===== config.mk =====
export PLATFORM = sky130hd
export DESIGN_NAME = segment_lcd_frame_buffer
export DESIGN_NICKNAME = d
export VERILOG_FILES = /design/src/hdl/seglcd_pkg.sv /design/src/hdl/segment_lcd_frame_buffer.sv /design/src/hdl/seglcd_front.sv /design/src/hdl/seglcd_queue.sv /design/src/hdl/seglcd_back.sv
export SDC_FILE = /design/constraint.sdc
export NUM_CORES = 1
export LEC_CHECK = 0
export ABC_AREA = 1
export BUFFER_PORTS_ARGS = -buffer_cell sky130_fd_sc_hd__buf_4
export CORE_UTILIZATION = 53
export CTS_CLUSTER_SIZE = 24
export DETAILED_ROUTE_END_ITERATION = 12
export HOLD_SLACK_MARGIN = 0.03
export PLACE_DENSITY = 0.68
export SLEW_MARGIN = 20
export SYNTH_ARGS = -nofsm -noshare
export SYNTH_HDL_FRONTEND = slang
export SYNTH_SLANG_ARGS = --single-unit

===== constraint.sdc =====
create_clock -name clk -period 9.5 [get_ports clk]
set_clock_uncertainty 0.15 [all_clocks]
set_input_delay 1.425 -clock clk [delete_from_list [all_inputs] [get_ports clk]]
set_output_delay 1.425 -clock clk [all_outputs]
set_load 0.01 [all_outputs]

===== src/hdl/seglcd_pkg.sv =====
// Shared types and codes for the segment LCD frame buffer.
package seglcd_pkg;

  localparam int SEG_W  = 16;  // panel segment word per digit
  localparam int POS_W  = 3;   // position field width
  localparam int MASK_W = 8;   // dot / apostrophe mask width
  localparam int CMD_W  = 3;

  localparam logic [CMD_W-1:0] CMD_SHIFT7 = 3'd0;
  localparam logic [CMD_W-1:0] CMD_SET7   = 3'd1;
  localparam logic [CMD_W-1:0] CMD_SHIFT14 = 3'd2;
  localparam logic [CMD_W-1:0] CMD_SET14  = 3'd3;
  localparam logic [CMD_W-1:0] CMD_DOTS   = 3'd4;
  localparam logic [CMD_W-1:0] CMD_APOS   = 3'd5;

  localparam logic [3:0] NIBBLE_MASK = 4'b1111;
  localparam logic [MASK_W-1:0] MARK_TOP = 8'b10000000;

  typedef enum logic [1:0] {
    OP_SHIFT,
    OP_SET,
    OP_DOTS,
    OP_APOS
  } op_kind_t;

  // Classified command as it travels from front to back.
  typedef struct packed {
    op_kind_t          kind;
    logic [SEG_W-1:0]  word;
    logic [POS_W-1:0]  pos;
    logic [MASK_W-1:0] mask;
  } op_t;

endpackage


===== src/hdl/segment_lcd_frame_buffer.sv =====
// Top level of the segment LCD frame buffer.
//
// Usage:
//   Slave stream s_*: one command per transaction. s_tuser carries the
//   command code (shift7, set7, shift14, set14, dots, apostrophes).
//   Master stream m_*: one LCD driver RAM nibble write per transaction;
//   m_tlast marks the final write caused by a command.
// Timing:
//   A shift, or a dots/apostrophes command with a new mask, rewrites the
//   whole panel: 4*DIGITS writes (32 for eight digits), one per cycle
//   while m_tready is high. A set rewrites one digit: 4 writes. The emit
//   counter in the back end, one nibble per cycle unless stalled, sets the
//   throughput; the back end pops each command in its idle state between
//   refreshes. The first write passes the queue, the back end's idle state
//   and its output register. Unknown codes and set positions past the last
//   digit are dropped in the front and cost nothing; an unchanged mask
//   gives no writes but is still popped in the back end's idle state.
//   A two-entry command queue lets the front keep taking commands while
//   the back end is still refreshing.
// Reset: rst (synchronous) blanks all digits and clears both masks.
// Stall: while m_tready is low the pending write holds; the back end and
//   then the queue fill, and s_tready drops once the queue is full.
module segment_lcd_frame_buffer #(
  parameter int DIGITS = 8
) (
  input  logic        clk,
  input  logic        rst,
  input  logic        s_tvalid,
  output logic        s_tready,
  input  logic [31:0] s_tdata,   // seg_low[7:0], seg_high[13:8], position[16:14],
                                 // mark_mask[24:17], zero fill
  input  logic [2:0]  s_tuser,   // command
  output logic        m_tvalid,
  input  logic        m_tready,
  output logic [15:0] m_tdata,   // ram_address[4:0], ram_nibble[8:5], zero fill
  output logic        m_tlast    // last_write
);
  import seglcd_pkg::*;

  logic q_full;
  logic q_empty;
  logic push;
  logic pop;
  op_t  push_op;
  op_t  pop_op;

  seglcd_front #(.DIGITS(DIGITS)) u_front (
    .s_tvalid (s_tvalid),
    .s_tready (s_tready),
    .s_tdata  (s_tdata),
    .s_tuser  (s_tuser),
    .q_full   (q_full),
    .push     (push),
    .push_op  (push_op)
  );

  seglcd_queue u_queue (
    .clk     (clk),
    .rst     (rst),
    .push    (push),
    .push_op (push_op),
    .full    (q_full),
    .pop     (pop),
    .pop_op  (pop_op),
    .empty   (q_empty)
  );

  seglcd_back #(.DIGITS(DIGITS)) u_back (
    .clk      (clk),
    .rst      (rst),
    .q_empty  (q_empty),
    .pop_op   (pop_op),
    .pop      (pop),
    .m_tvalid (m_tvalid),
    .m_tready (m_tready),
    .m_tdata  (m_tdata),
    .m_tlast  (m_tlast)
  );

endmodule


===== src/hdl/seglcd_front.sv =====
// Front end: accepts commands, remaps segment patterns, drops unknown codes and out-of-range sets.
module seglcd_front #(
  parameter int DIGITS = 8
) (
  input  logic                      s_tvalid,
  output logic                      s_tready,
  input  logic [31:0]               s_tdata,
  input  logic [seglcd_pkg::CMD_W-1:0] s_tuser,
  input  logic                      q_full,
  output logic                      push,
  output seglcd_pkg::op_t           push_op
);
  import seglcd_pkg::*;

  logic [7:0]       seg_low;
  logic [5:0]       seg_high;
  logic [POS_W-1:0] position;
  logic [MASK_W-1:0] mark_mask;
  logic [SEG_W-1:0] word7;
  logic [SEG_W-1:0] word14;
  logic             pos_ok;
  logic             keep;

  assign seg_low   = s_tdata[7:0];
  assign seg_high  = s_tdata[13:8];
  assign position  = s_tdata[16:14];
  assign mark_mask = s_tdata[24:17];

  // 7-segment: G lights word bits 9 and 14
  always_comb begin
    word7      = '0;
    word7[2:0] = seg_low[2:0];
    word7[7]   = seg_low[3];
    word7[6]   = seg_low[4];
    word7[5]   = seg_low[5];
    word7[9]   = seg_low[6];
    word7[14]  = seg_low[6];
    word7[3]   = seg_low[7];
  end

  always_comb begin
    word14      = '0;
    word14[2:0] = seg_low[2:0];
    word14[7]   = seg_low[3];
    word14[6]   = seg_low[4];
    word14[5]   = seg_low[5];
    word14[9]   = seg_low[6];
    word14[8]   = seg_low[7];
    word14[12]  = seg_high[0];
    word14[13]  = seg_high[1];
    word14[14]  = seg_high[2];
    word14[15]  = seg_high[3];
    word14[11]  = seg_high[4];
    word14[10]  = seg_high[5];
  end

  assign pos_ok = (32'(position) < DIGITS);

  always_comb begin
    push_op.kind = OP_SHIFT;
    push_op.word = word7;
    push_op.pos  = position;
    push_op.mask = mark_mask;
    keep         = 1'b1;
    unique case (s_tuser)
      CMD_SHIFT7: begin
        push_op.kind = OP_SHIFT;
      end
      CMD_SET7: begin
        push_op.kind = OP_SET;
        keep         = pos_ok;
      end
      CMD_SHIFT14: begin
        push_op.kind = OP_SHIFT;
        push_op.word = word14;
      end
      CMD_SET14: begin
        push_op.kind = OP_SET;
        push_op.word = word14;
        keep         = pos_ok;
      end
      CMD_DOTS: begin
        push_op.kind = OP_DOTS;
      end
      CMD_APOS: begin
        push_op.kind = OP_APOS;
      end
      default: begin
        keep = 1'b0;
      end
    endcase
  end

  assign s_tready = !q_full;
  assign push     = s_tvalid && s_tready && keep;

endmodule


===== src/hdl/seglcd_queue.sv =====
// Two-entry queue of classified commands between front and back.
module seglcd_queue (
  input  logic            clk,
  input  logic            rst,
  input  logic            push,
  input  seglcd_pkg::op_t push_op,
  output logic            full,
  input  logic            pop,
  output seglcd_pkg::op_t pop_op,
  output logic            empty
);
  import seglcd_pkg::*;

  op_t        entries [2];
  logic       wr_ptr;
  logic       rd_ptr;
  logic [1:0] count;

  assign full   = (count == 2'd2);
  assign empty  = (count == 2'd0);
  assign pop_op = entries[rd_ptr];

  always_ff @(posedge clk) begin
    if (push) begin
      entries[wr_ptr] <= push_op;
    end
  end

  always_ff @(posedge clk) begin
    if (rst) begin
      wr_ptr <= 1'b0;
      rd_ptr <= 1'b0;
      count  <= 2'd0;
    end else begin
      if (push) wr_ptr <= !wr_ptr;
      if (pop)  rd_ptr <= !rd_ptr;
      unique case ({push, pop})
        2'b10:   count <= count + 2'd1;
        2'b01:   count <= count - 2'd1;
        default: count <= count;
      endcase
    end
  end

endmodule


===== src/hdl/seglcd_back.sv =====
// Back end: holds the frame, applies commands and streams nibble writes.
module seglcd_back #(
  parameter int DIGITS = 8
) (
  input  logic            clk,
  input  logic            rst,
  input  logic            q_empty,
  input  seglcd_pkg::op_t pop_op,
  output logic            pop,
  output logic            m_tvalid,
  input  logic            m_tready,
  output logic [15:0]     m_tdata,
  output logic            m_tlast
);
  import seglcd_pkg::*;

  localparam int DW = (DIGITS > 1) ? $clog2(DIGITS) : 1;
  localparam logic [DW-1:0] LAST_DIGIT = DW'(DIGITS - 1);

  typedef enum logic {
    S_IDLE,
    S_EMIT
  } state_t;

  state_t           state;
  logic [SEG_W-1:0] digit_segments [DIGITS];
  logic [MASK_W-1:0] dot_mask;
  logic [MASK_W-1:0] apostrophe_mask;
  logic [DW-1:0]    cur_digit;
  logic [DW-1:0]    end_digit;
  logic [1:0]       nibble_idx;

  logic [3:0]       mark_idx;
  logic             dot_on;
  logic             apos_on;
  logic [SEG_W-1:0] cur_word;
  logic [3:0]       cur_nibble;
  logic             out_free;
  logic             is_last;

  // mask bit i+1 marks digit i; bit 0 marks the rightmost digit
  always_comb begin
    mark_idx = 4'(cur_digit) + 4'd1;
    dot_on   = ((cur_digit == LAST_DIGIT) && dot_mask[0]) ||
               ((mark_idx < 4'd8) && dot_mask[mark_idx[2:0]]);
    apos_on  = ((cur_digit == LAST_DIGIT) && apostrophe_mask[0]) ||
               ((mark_idx < 4'd8) && apostrophe_mask[mark_idx[2:0]]);
    cur_word = digit_segments[cur_digit];
    if (dot_on)  cur_word[3] = 1'b1;
    if (apos_on) cur_word[4] = 1'b1;
    cur_nibble = 4'(cur_word >> {nibble_idx, 2'b00}) & NIBBLE_MASK;
  end

  assign out_free = !m_tvalid || m_tready;
  assign is_last  = (cur_digit == end_digit) && (nibble_idx == 2'd3);
  assign pop      = (state == S_IDLE) && !q_empty;

  always_ff @(posedge clk) begin
    if (rst) begin
      state           <= S_IDLE;
      m_tvalid        <= 1'b0;
      m_tdata         <= '0;
      m_tlast         <= 1'b0;
      dot_mask        <= '0;
      apostrophe_mask <= '0;
      cur_digit       <= '0;
      end_digit       <= '0;
      nibble_idx      <= '0;
      for (int d = 0; d < DIGITS; d++) digit_segments[d] <= '0;
    end else begin
      // while emitting, out_free covers the accepted write
      if (m_tvalid && m_tready && (state != S_EMIT)) m_tvalid <= 1'b0;
      unique case (state)
        S_IDLE: begin
          if (pop) begin
            nibble_idx <= '0;
            unique case (pop_op.kind)
              OP_SHIFT: begin
                for (int d = 0; d < DIGITS - 1; d++) begin
                  digit_segments[d] <= digit_segments[d + 1];
                end
                digit_segments[DIGITS-1] <= pop_op.word;
                cur_digit <= '0;
                end_digit <= LAST_DIGIT;
                state     <= S_EMIT;
              end
              OP_SET: begin
                digit_segments[DW'(pop_op.pos)] <= pop_op.word;
                cur_digit <= DW'(pop_op.pos);
                end_digit <= DW'(pop_op.pos);
                state     <= S_EMIT;
              end
              OP_DOTS: begin
                cur_digit <= '0;
                end_digit <= LAST_DIGIT;
                if (pop_op.mask != dot_mask) begin
                  dot_mask <= pop_op.mask;
                  state    <= S_EMIT;
                end
              end
              OP_APOS: begin
                cur_digit <= '0;
                end_digit <= LAST_DIGIT;
                if (pop_op.mask != apostrophe_mask) begin
                  apostrophe_mask <= pop_op.mask;
                  state           <= S_EMIT;
                end
              end
              default: state <= S_IDLE;
            endcase
          end
        end
        S_EMIT: begin
          if (out_free) begin
            m_tvalid   <= 1'b1;
            m_tdata    <= {7'd0, cur_nibble, 5'({cur_digit, nibble_idx})};
            m_tlast    <= is_last;
            nibble_idx <= nibble_idx + 2'd1;
            if (nibble_idx == 2'd3) cur_digit <= cur_digit + DW'(1);
            if (is_last) state <= S_IDLE;
          end
        end
        default: state <= S_IDLE;
      endcase
    end
  end

endmodule

[Word level (Yosys, flattened, before mapping)]
Memory sizes are Yosys's and may differ from the RTL's. A register that Yosys moved wholly into a read port is not among the register bits.
Cells that the tools add are included.
Word-level totals
  output and inout bits: 19
  bits in latches: 0
  memory bits (writable): 186
  ROM bits: 0
  register bits after elaboration: 40
  word-level logic and storage cells: 142
  memories kept: 2
Cells by class
  add/sub/neg operators: 5
  divide/modulo/power cells: 0
  magnitude comparators: 2
  bitwise operators: 9
  reductions and logical operators: 34
  equal/unequal tests: 19
  shift-type cells: 1
  multiplexer cells: 58
  multipliers: 0
Memories
  u_back.digit_segments: words 8, width 16, read ports 8, clocked after memory_dff 1, wr ports 8, RTL line seglcd_back.sv:26  | logic [SEG_W-1:0] digit_segments [DIGITS];
  u_queue.entries: words 2, width 29, read ports 1, clocked after memory_dff 1, wr ports 1, RTL line seglcd_queue.sv:14  | op_t entries [2];
Operator list (count)
  $mux 16: 10
  $mux 1: 30
  $mux 3: 6
  $pmux 3 s2: 3
  $ne 8x8->1: 2
  $reduce_or 16->1: 1
  $shr 16x4->4: 1
  $eq 2x2->1 const B: 5
  $logic_and 1x1->1: 10
  $eq 3x3->1 const B: 3
  $or 1x1->1: 8
  $pmux 2 s2: 2
  $reduce_and 4->1: 2
  $bmux 1 s3: 2
  $eq 3x2->1 const B: 2
  $ne 2x2->1 const B: 3
  $pmux 2 s3: 1
  $reduce_and 2->1: 3
  $reduce_or 2->1: 3
  $reduce_or 6->1: 1
  $logic_not 1->1: 5
  $add 2x1->2 const B: 2
  $add 3x1->4 const B: 1
  $eq 2x1->1 const B: 2
  other kinds (16): 20

[Logic depth before layout (Yosys ltp)]
  depth in word-level cells: 9
  depth in mapped cells: 15

[By module]
Synthesis repeated with hierarchy kept, for this count alone.
Unflattened totals
  cells, all modules: 1123
  area total of the unflattened synthesis: 11149.4 sq um
Modules (own cells, without submodules)
  seglcd_back: instances 1, cells each 954, area each 8541.9 sq um, sequential area each 4624.4 sq um
  seglcd_queue: instances 1, cells each 123, area each 2358.5 sq um, sequential area each 1841.8 sq um
  seglcd_front: instances 1, cells each 46, area each 249.0 sq um, sequential area each 0.0 sq um

[Worst setup path after synthesis]
No wires, ideal clock.
  path kind: input to register
  from: input s_tuser[2]
  to: memory u_queue.entries[0][0] (netlist bit) (enable)
  cell stages on the path: 3
  data arrival time: 2846 ps
  slack: 6091 ps
  path buffers: 0
  path through: nand2_1 nand3_1 nor2_1
On the way
  cells in the longest elaborated chain, start to end: 6
RTL lines
  start: declaration: RTL line segment_lcd_frame_buffer.sv:32  | input logic [2:0] s_tuser,
  $eq 3x2->1 (tied with other cells): RTL line seglcd_front.sv:65  | unique case (s_tuser)
  $reduce_or 6->1 (no line) (*)
  $mux 1 (*): RTL line seglcd_front.sv:65
  $logic_and 1x1->1 (*): RTL line seglcd_front.sv:95  | assign push = s_tvalid && s_tready && keep;
  $mux 1 (*): RTL line seglcd_queue.sv:24  | if (push) begin
  $mux 1 (implied by the code) (*): RTL line seglcd_queue.sv:25  | entries[wr_ptr] <= push_op;
  end: declaration: RTL line seglcd_queue.sv:14
Every way passes the cells marked *; elsewhere a longest branch is shown, timed or not.

==> results.py <==
metrics = {
    "floorplanning": {
        "dieArea_um2": 20300,
        "floorplan.die.height_um": 143,
        "start_util_pct": 54.0,
        "i_o_pin_count": 58,
        "num_rows": 51,
        "core-area_um2": 19400,
        "die_w_um": 143,
    },
    "run_status": {
        "status": "finished, violations left",
        "failed_checks": "DRC",
    },
    "clock_network": {
        "cts_made_buffers": 23,
        "hold_fix_buffers_cts": 0,
        "cts.repair.resized": 0,
        "htree_levels": 1,
        "post-cts-setup-buffer-count": 0,
        "clock_path_buffers": 3,
        "tritoncts_clock_tree": "built",
        "clkSlewWorstSetupHoldPaths_ps": 60,
        "cts_root_buf": "sky130_fd_sc_hd__clkbuf_16",
        "clk_latency_ps": 510,
        "sink_count_of_the_clock_tree": 220,
    },
    "setup_path": {
        "critical_path.n_buffers_inverters": 2,
        "max_stage_delay_ps": 1020,
        "timing.critical_path.arrival_ps": 4040,
        "critical_path_peak_fanout": 43,
        "worst_path_most_repeated_cell": "sky130_fd_sc_hd__nand2_1",
        "cp_cell_sequence": "o21ai_1 -> inv_1 -> nand2_1 -> nor2_2 -> inv_2 -> nor2_4 -> nand4_2 -> nand2_1",
        "worstPathRequired_ps": 9480,
        "crit_path_start_kind": "flop",
        "cpMaxStageDelayCell": "sky130_fd_sc_hd__dfxtp_2",
        "critical-path-top-delay-family": "simple AND/OR/NAND/NOR gates",
        "crit_type": "flop to flop",
        "worst_setup_path_end_kind": "flop",
    },
    "global_routing": {
        "grt_pass1_vias": 7052,
        "grt_pass1_wl_um": 36800,
        "pin_count_of_the_biggest_net_entering_global_routing": 91,
        "gr-usage-all-layers_pct": 23.2,
        "grt-ovfl-total": 0,
        "initial_antenna_violation_count": 0,
    },
    "placement": {
        "port_buffers": 43,
        "placed_instances": 1364,
        "place_congestion": 0.917,
        "place.detailed.hpwl_um": 14700,
        "post_place_instance_area_um2": 10900,
    },
    "pwr": {
        "power.share.sequential_pct": 42.3,
        "sw_frac_of_total_pct": 35.2,
        "clockPowerShare_pct": 28.7,
        "power.ir.vdd_worst_v": 0.000186,
        "power.internal_mw": 2.13,
        "power_leakage_nw": 4.68,
        "power-per-cell-area_nw_per_um2": 281,
        "power.combinational.fraction_pct": 29.0,
        "design_power_total_mw": 3.29,
        "total_switching_power_mw": 1.16,
    },
    "logic_synthesis": {
        "seq_area_frac_synth_pct": 58.9,
        "post_synth_instance_area_um2": 10500,
        "synthesis.instances": 1109,
        "ys.warnings.count": 0,
        "number_of_enable_type_register_cells_in_the_synthesized_netlist": 176,
        "async_flop_share_pct": 0,
        "synth_top_cells_by_area": "sky130_fd_sc_hd__edfxtp_1, sky130_fd_sc_hd__dfxtp_1, sky130_fd_sc_hd__nand2_1",
        "synth-main-ff-cell": "sky130_fd_sc_hd__edfxtp_1",
        "yosys.area.top_type": "sky130_fd_sc_hd__edfxtp_1",
        "syn_area_per_cell_um2": 9.44,
        "synthDistinctLibCells": 37,
        "ys_ff_latch": 220,
        "synth_top_area_share_pct": 50.5,
    },
    "drt": {
        "num_vias": 7737,
        "detailedRoute.firstIterationViolations": 726,
        "avgViaCountPerCell": 5.50,
        "firstDrtPassIters": 9,
        "ant_nets": 0,
        "drc": 2,
        "detail_routed_net_length_per_standard_cell_um": 16.4,
        "routed_wirelength_um": 23000,
    },
    "sta": {
        "achievable_clock_frequency_mhz": 246,
        "fin_hold_ws_ps": 294,
        "final-setup-viol-count": 0,
        "finalCritPeriodShare_pct": 42.7,
        "setup_repair_after_global_routing_missed_its_margin": "false",
        "timing.max_slew.rel_slack_pct": 28.1,
        "slew_viol_final": 0,
        "post-route-min-period_ps": 4060,
        "worst-slew-pin-transition_ps": 1080,
        "finalSetupTns_ps": 0,
        "hold_viol_final": 0,
    },
    "layout": {
        "insertedDiodeCount": 0,
        "layout-drive-gt1-share_pct": 10.5,
        "post-route-cell-area_um2": 11700,
        "fin_nets": 1168,
        "fin_cells": 1406,
        "area.growth.synth_to_final_pct": 12.0,
    },
    "worst_hold_path": {
        "holdCritPathClass": "flop to flop",
    },
    "run": {
        "max_cap_violations": 0,
    },
}
path summary, 6_finish.rpt:
kind | cells after the start | to | startpoint | slack [ps]
hold reg to reg | 1 | flop | u_queue.rd_ptr | 290
setup / recovery | 8 | u_back.digit_segments[2][7] | flop | 5440
hold / removal | 1 | flop | u_queue.rd_ptr | 290
setup reg to reg | 8 | u_back.digit_segments[2][7] | flop | 5440
stage by stage:
stage	util [%]	setup WS, ps
after floorplan	-	6090
after global placement	56.2	5140
after detailed placement	56.2	5090
after CTS	60.4	5010
after global routing	60.4	5190
final	60.4	5440
cell families after synthesis:
logic type / count (synthesis) / synth area share (%)
flops: 220 / 58.9
other cells: 1 / 0.0358
fa+ha+maj: 4 / 0.478
compound gates: 241 / 13.4
buf+inv: 226 / 8.80
xor+xnor: 13 / 1.09
mux: 15 / 1.43
simple gates: 389 / 15.9
power groups by stage:
stage / logic, mW / clock network, mW / registers, mW
6_report: 0.955 / 0.945 / 1.39
4_1_cts: 0.946 / 0.955 / 1.39
3_3_place_gp: 0.923 / 0 / 1.40
3_5_place_dp: 0.940 / 0 / 1.41
2_1_floorplan: 0.727 / 0 / 1.35
5_1_grt: 1.06 / 0.995 / 1.42
state kept, by name (all words and copies together) (netlist names), 2 cells and up, named ones only:
register,flops
u_queue.entries,56
u_queue.count,2
u_back.dot_mask,8
u_back.m_tdata,9
u_back.end_digit,3
u_back.nibble_idx,2
u_back.cur_digit,3
u_back.apostrophe_mask,8
u_back.digit_segments,120
cells in the final DEF (no fill, tap or decap), drive strengths merged:
master,n
nand2,199
edfxtp,176
inv,159
nand3,109
o22ai,91
a21oi,70
o21ai,70
nor2,69
buf,52
dfxtp,44
clkbuf,25
mux2i,15
xor2,12
clkinv,11
conb,7
nand4,6
o211ai,5
nor3,5
ha,4
bufinv,4
a211oi,2
a221oi,2
and2,1
o41ai,1
xnor2,1
clkinvlp,1
layout make-up:
cell class,count,area (um^2)
well taps,265,332
repair buffers,52,394
clock inverters,16,196
clock buffers,25,603
flip-flops and latches,220,6170
multi-input cells,669,3430
inverters,159,597
fillers,1656,7680
metal layers:
layer  share of wire, %  vias up  global-route usage, %
li1                   -     3856                      -
met2                 44      268                   35.1
met1                 46     3578                   33.4
met5                  0        -                      0
met4                2.9        0                   8.55
met3                6.9       35                   3.90
cell usage after synthesis, types with 2 or more instances:
cell type                  instances
sky130_fd_sc_hd__a211oi_1          2
sky130_fd_sc_hd__clkbuf_1         44
sky130_fd_sc_hd__ha_1              4
sky130_fd_sc_hd__buf_1             4
sky130_fd_sc_hd__nand4_2           4
sky130_fd_sc_hd__dfxtp_1          44
sky130_fd_sc_hd__o21ai_2          10
sky130_fd_sc_hd__nor2_1           67
sky130_fd_sc_hd__inv_1           156
sky130_fd_sc_hd__nand2_1         197
sky130_fd_sc_hd__inv_2             2
sky130_fd_sc_hd__buf_6             3
sky130_fd_sc_hd__a21oi_1          69
sky130_fd_sc_hd__o211ai_1          5
sky130_fd_sc_hd__nand3_1         109
sky130_fd_sc_hd__buf_4             8
sky130_fd_sc_hd__edfxtp_1        176
sky130_fd_sc_hd__nand2_2           2
sky130_fd_sc_hd__mux2i_1          15
sky130_fd_sc_hd__nor3_1            4
sky130_fd_sc_hd__o22ai_1          91
sky130_fd_sc_hd__nand4_1           2
sky130_fd_sc_hd__a221oi_1          2
sky130_fd_sc_hd__xor2_1           12
sky130_fd_sc_hd__buf_2             7
sky130_fd_sc_hd__o21ai_0          59
(Power assumes the default switching activity.)
